$ cat src/rtl/core/vrp_pkg.sv
`timescale 1ns / 1ps
// ----------------------------------------------------------------------------
// vrp_pkg
// shared types and constants for the vertex rotate / project pipeline
// ----------------------------------------------------------------------------
package vrp_pkg;

  localparam int CFG_ADDR_W = 8;
  localparam int CFG_DATA_W = 16;
  localparam int QUO_BITS   = 16;

  typedef enum logic [CFG_ADDR_W-1:0] {
    REG_COS_X  = 8'd0,
    REG_SIN_X  = 8'd1,
    REG_COS_Y  = 8'd2,
    REG_SIN_Y  = 8'd3,
    REG_DIST   = 8'd4,
    REG_SCALE  = 8'd5,
    REG_CEN_X  = 8'd6,
    REG_CEN_Y  = 8'd7
  } cfg_reg_t;

  localparam logic signed [15:0] RST_COS   = 16'sd16384;
  localparam logic signed [15:0] RST_SIN   = 16'sd0;
  localparam logic [14:0]        RST_DIST  = 15'd8192;
  localparam logic [9:0]         RST_SCALE = 10'd200;
  localparam logic [11:0]        RST_CEN_X = 12'd400;
  localparam logic [11:0]        RST_CEN_Y = 12'd300;

  localparam logic signed [15:0] SAT_POS       = 16'sh7fff;
  localparam logic signed [15:0] SAT_NEG       = 16'sh8000;
  localparam logic [QUO_BITS-1:0] POS_MAG_MAX  = 16'd32767;
  localparam logic [QUO_BITS-1:0] NEG_MAG_MAX  = 16'd32768;

  typedef struct packed {
    logic signed [15:0] vertex_x;
    logic signed [15:0] vertex_y;
    logic signed [15:0] vertex_z;
  } vertex_t;

  typedef struct packed {
    logic signed [15:0] screen_x;
    logic signed [15:0] screen_y;
    logic               behind_camera;
    logic               clamped;
  } screen_t;

endpackage

$ cat src/rtl/core/vrp_div.sv
`timescale 1ns / 1ps
// ----------------------------------------------------------------------------
// vrp_div
// pipelined restoring divider, one quotient bit per stage, saturating result
// ----------------------------------------------------------------------------
module vrp_div #(
  parameter int NUM_W = 49,
  parameter int DEN_W = 35
) (
  input  logic                clk,
  input  logic                en,
  input  logic [NUM_W-1:0]    num_mag,
  input  logic [DEN_W-1:0]    den,
  input  logic                neg,
  output logic signed [15:0]  value,
  output logic                clamped
);
  import vrp_pkg::*;

  localparam int W = (NUM_W > DEN_W + QUO_BITS + 1) ? NUM_W : DEN_W + QUO_BITS + 1;

  logic [W-1:0]        rem   [0:QUO_BITS];
  logic [DEN_W-1:0]    den_r [0:QUO_BITS];
  logic [QUO_BITS-1:0] quo   [0:QUO_BITS];
  logic                neg_r [0:QUO_BITS];
  logic                ovf_r [0:QUO_BITS];

  // overflow check: quotient would need more than QUO_BITS bits
  always_ff @(posedge clk) begin
    if (en) begin
      rem[0]   <= W'(num_mag);
      den_r[0] <= den;
      quo[0]   <= '0;
      neg_r[0] <= neg;
      ovf_r[0] <= W'(num_mag) >= (W'(den) << QUO_BITS);
    end
  end

  for (genvar k = 0; k < QUO_BITS; k++) begin : g_bit
    logic [W-1:0] shifted;
    logic         ge;
    assign shifted = W'(den_r[k]) << (QUO_BITS - 1 - k);
    assign ge      = rem[k] >= shifted;
    always_ff @(posedge clk) begin
      if (en) begin
        rem[k+1]   <= ge ? rem[k] - shifted : rem[k];
        quo[k+1]   <= {quo[k][QUO_BITS-2:0], ge};
        den_r[k+1] <= den_r[k];
        neg_r[k+1] <= neg_r[k];
        ovf_r[k+1] <= ovf_r[k];
      end
    end
  end

  always_ff @(posedge clk) begin
    if (en) begin
      if (neg_r[QUO_BITS]) begin
        if (ovf_r[QUO_BITS] || quo[QUO_BITS] > NEG_MAG_MAX) begin
          value   <= SAT_NEG;
          clamped <= 1'b1;
        end else begin
          value   <= -$signed(quo[QUO_BITS]);
          clamped <= 1'b0;
        end
      end else begin
        if (ovf_r[QUO_BITS] || quo[QUO_BITS] > POS_MAG_MAX) begin
          value   <= SAT_POS;
          clamped <= 1'b1;
        end else begin
          value   <= $signed(quo[QUO_BITS]);
          clamped <= 1'b0;
        end
      end
    end
  end

endmodule
$ cat config.mk
export PLATFORM = sky130hd
export DESIGN_NAME = vrp_div
export DESIGN_NICKNAME = d
export VERILOG_FILES = /design/src/rtl/core/vrp_pkg.sv /design/src/rtl/core/vrp_div.sv
export SDC_FILE = /design/constraint.sdc
export NUM_CORES = 2
export LEC_CHECK = 0
export ABC_AREA = 1
export BUFFER_PORTS_ARGS = -buffer_cell sky130_fd_sc_hd__buf_4
export CORE_MARGIN = 3
export CORE_UTILIZATION = 25
export DETAILED_ROUTE_END_ITERATION = 16
export HOLD_SLACK_MARGIN = 0.08
export PLACE_DENSITY = 0.38
export REMOVE_ABC_BUFFERS = 1
export SYNTH_ARGS = -nofsm -noshare
export SYNTH_HDL_FRONTEND = slang
export SYNTH_SLANG_ARGS = --single-unit
$ cat constraint.sdc
create_clock -name clk -period 2.7 [get_ports clk]
set_input_delay 0.675 -clock clk [delete_from_list [all_inputs] [get_ports clk]]
set_output_delay 0.675 -clock clk [all_outputs]
set_load 0.005 [all_outputs]
==> results.cfg <==
[layout]
nets = 17400
drive_gt1_share_pct = 17.2
area.growth.synth_to_final_pct = 30.4
regArea_um2 = 47300
finish.cell_count_without_fillers = 22600
multi_input_area_um2 = 51400
n_fill_cell = 46200

[synth]
ys_seq_area_share_pct = 43.9
ys_ff_latch = 1576
synth_top_area_cell = edfxtp_1
yosysMostFrequentCell = nand2_1
synth_area_um2 = 108000
syn_area_per_cell_um2 = 7.41
syn_inst = 14600
synth_cell_type_count = 50
ys.flop_type = edfxtp_1
synth_top_cell_area_share_pct = 43.9
async_flop_share_pct = 0
synth_common_cells = nand2_1 (5571), inv_1 (2773), edfxtp_1 (1576), nor2_1 (1242), nand3_1 (759)
synth_edf_count = 1576
yosys_warnings = 0
synthTopCellsByArea = edfxtp_1 (44%), nand2_1 (19%), inv_1 (9.7%)

[floorplan]
die_y_um = 663
dieArea_um2 = 439000
initial_core_util_pct = 25.2
core_area_um2 = 429000
row_count = 240
die_x_um = 663
pin_count = 104

[global_route]
grt_max_degree = 70
antenna_found_initial = 15
grt_pass1_wl_um = 643000
globalRouteOverflowTotal = 0
grt_pass1_vias = 94800
grt_usage_pct = 19.7

[timing]
period_share_pct = 98.0
final-hold-violation-count = 0
rsz0062_at_grt = true
slew_headroom_pct = 56.4
holdWs_ns = 0.258
max_freq_mhz = 378
setup_tns_ns = 0
worst_pin_slew_ns = 0.647
fin_crit_ns = 2.65
finalSetupViolCount = 0
finClkSkew_ns = 0.0687
slew_violations = 0

[cts]
htree_num_levels = 4
clockBufferDepth = 4
tritoncts = yes
clockRootBuffer = clkbuf_16
cts.sink_count = 1576
clk_pin_slew_worst_paths_ns = 0.06
clock_latency_ns = 0.94
numCtsBuffers = 205

[drt]
wire_per_inst_um = 20.0
ant_nets = 0
dr_total_vias = 99000
routed_via_density = 4.39
dr.pass1.iters = 7
drt_iter0_markers = 7884
finalWirelength_um = 451000
drc = 0

[placement]
dp_hpwl_um = 377000
gp_congestion = 0.921
port-buffer-count = 103
placedCellCount = 21900

[status]
status = complete, no violations

[critical_path]
crit_chain = ha_1 -> nand2_1 -> inv_1 -> a21oi_2 -> nand2_1 -> nand2_1 -> nand2_1 -> inv_1 -> nand2_2 -> a21oi_4 -> buf_12 -> nand2_1 -> nand2_1
cpPeakStageDelay_ns = 0.47
cpMostUsedCell = nand2_1
path_class = reg -> reg
cp_max_fo = 13
critPathCaptureType = flip-flop
required_ns = 3.44
cp_num_buf_inv = 3
worst_setup_path_start_kind = flip-flop
path_delay_family = simple AND/OR/NAND/NOR gates
arrival_ns = 3.38
slowest_stage = edfxtp_1

[flow_run]
maxCapViolations = 0

[power_and_ir_drop]
irDropWorstVdd_mv = 0.512
p_leak_nw = 68.1
p_per_area_nw_per_um2 = 962

[min_path]
holdCritPathClass = in -> reg
final cells by class:
cell class,count,share of cell area [%]
antenna,4,0.00712
clock buffer,237,3.75
clock inverter,137,1.15
inverter,2789,7.47
multi-input combinational,10100,36.6
sequential,1576,33.7
tap,5687,5.06
timing repair buffer,2063,12.3
kinds of logic after synthesis:
group / count (synthesis) / synth area share, %
fa+ha+maj: 608 / 7.16
buf+inv: 2914 / 10.6
compound gates: 990 / 5.04
simple gates: 8152 / 30.7
flops: 1576 / 43.9
xor+xnor: 314 / 2.55
metal layers:
metal	share of wire (%)	vias up	track usage, %	wire, µm
li1	-	50300	-	-
met1	48	46100	27.8	215000
met2	46	2210	32.8	207000
met3	4.5	383	1.92	20500
met4	1.9	0	3.64	8740
met5	0	-	0	0
registers in the layout (all words and copies together), names as in the netlist:
name,cells
value,16
quo,136
den_r,560
ovf_r,17
rem,829
neg_r,17
clamped,1
worst paths after layout:
check	cells after the start	to	start	slack, ns
worst max-delay path	13	rem[0][602]	rem[0][547]	0.05
worst min-delay path	1	den_r[0][278]	en	0.26
worst max register to register	13	rem[0][602]	rem[0][547]	0.05
worst min register to register	0	den_r[0][250]	den_r[0][215]	0.39
repair_timing:
item / 4_1_cts / 5_1_grt
endpoints found under the setup margin: 269 / 603
hold buffers: 85 / 0
cloned: 5 / 12
pin swaps: 15 / 62
setup buffers: 30 / 140
gates resized for setup: 96 / 475
hold endpoints to repair: 85 / 0
stage by stage:
stage	cell area, µm²	worst slack, ns	util, %	total power [mW]
2_1_floorplan	107000	-1.15	-	72.1
3_3_place_gp	129000	-0.470	30.0	104
3_5_place_dp	129000	-0.431	30.0	104
4_1_cts	137000	0.0000286	32.0	134
5_1_grt	141000	-0.0226	32.8	145
6_report	141000	0.0538	32.8	135
cells in the final DEF (no fill, tap or decap), types with 63 or more instances in the layout:
cell type / Yosys / routed
a21oi_1: 548 / 503
a21oi_2: 42 / 86
buf_12: 0 / 96
buf_4: 14 / 1846
clkbuf_16: 0 / 217
dlygate4sd3_1: 0 / 85
edfxtp_1: 1576 / 1576
ha_1: 593 / 501
ha_4: 0 / 75
inv_1: 2773 / 2757
nand2_1: 5571 / 5435
nand2_2: 13 / 142
nand3_1: 759 / 726
nand3b_1: 147 / 147
nand4_1: 186 / 186
nor2_1: 1242 / 1142
nor2_2: 31 / 98
nor3_1: 109 / 95
o21ai_0: 238 / 227
o21bai_1: 69 / 63
xnor2_1: 108 / 108
xor2_1: 206 / 206
where the power goes:
part	internal [mW]	leakage (nW)	switching, mW	total (mW)
sequential	34.0	15.3	5.08	39.1
clock	16.7	3.29	11.8	28.5
combinational	26.3	49.5	41.2	67.5
total	77.0	68.1	58.1	135
No activity file was read; power rests on OpenSTA's default activity.
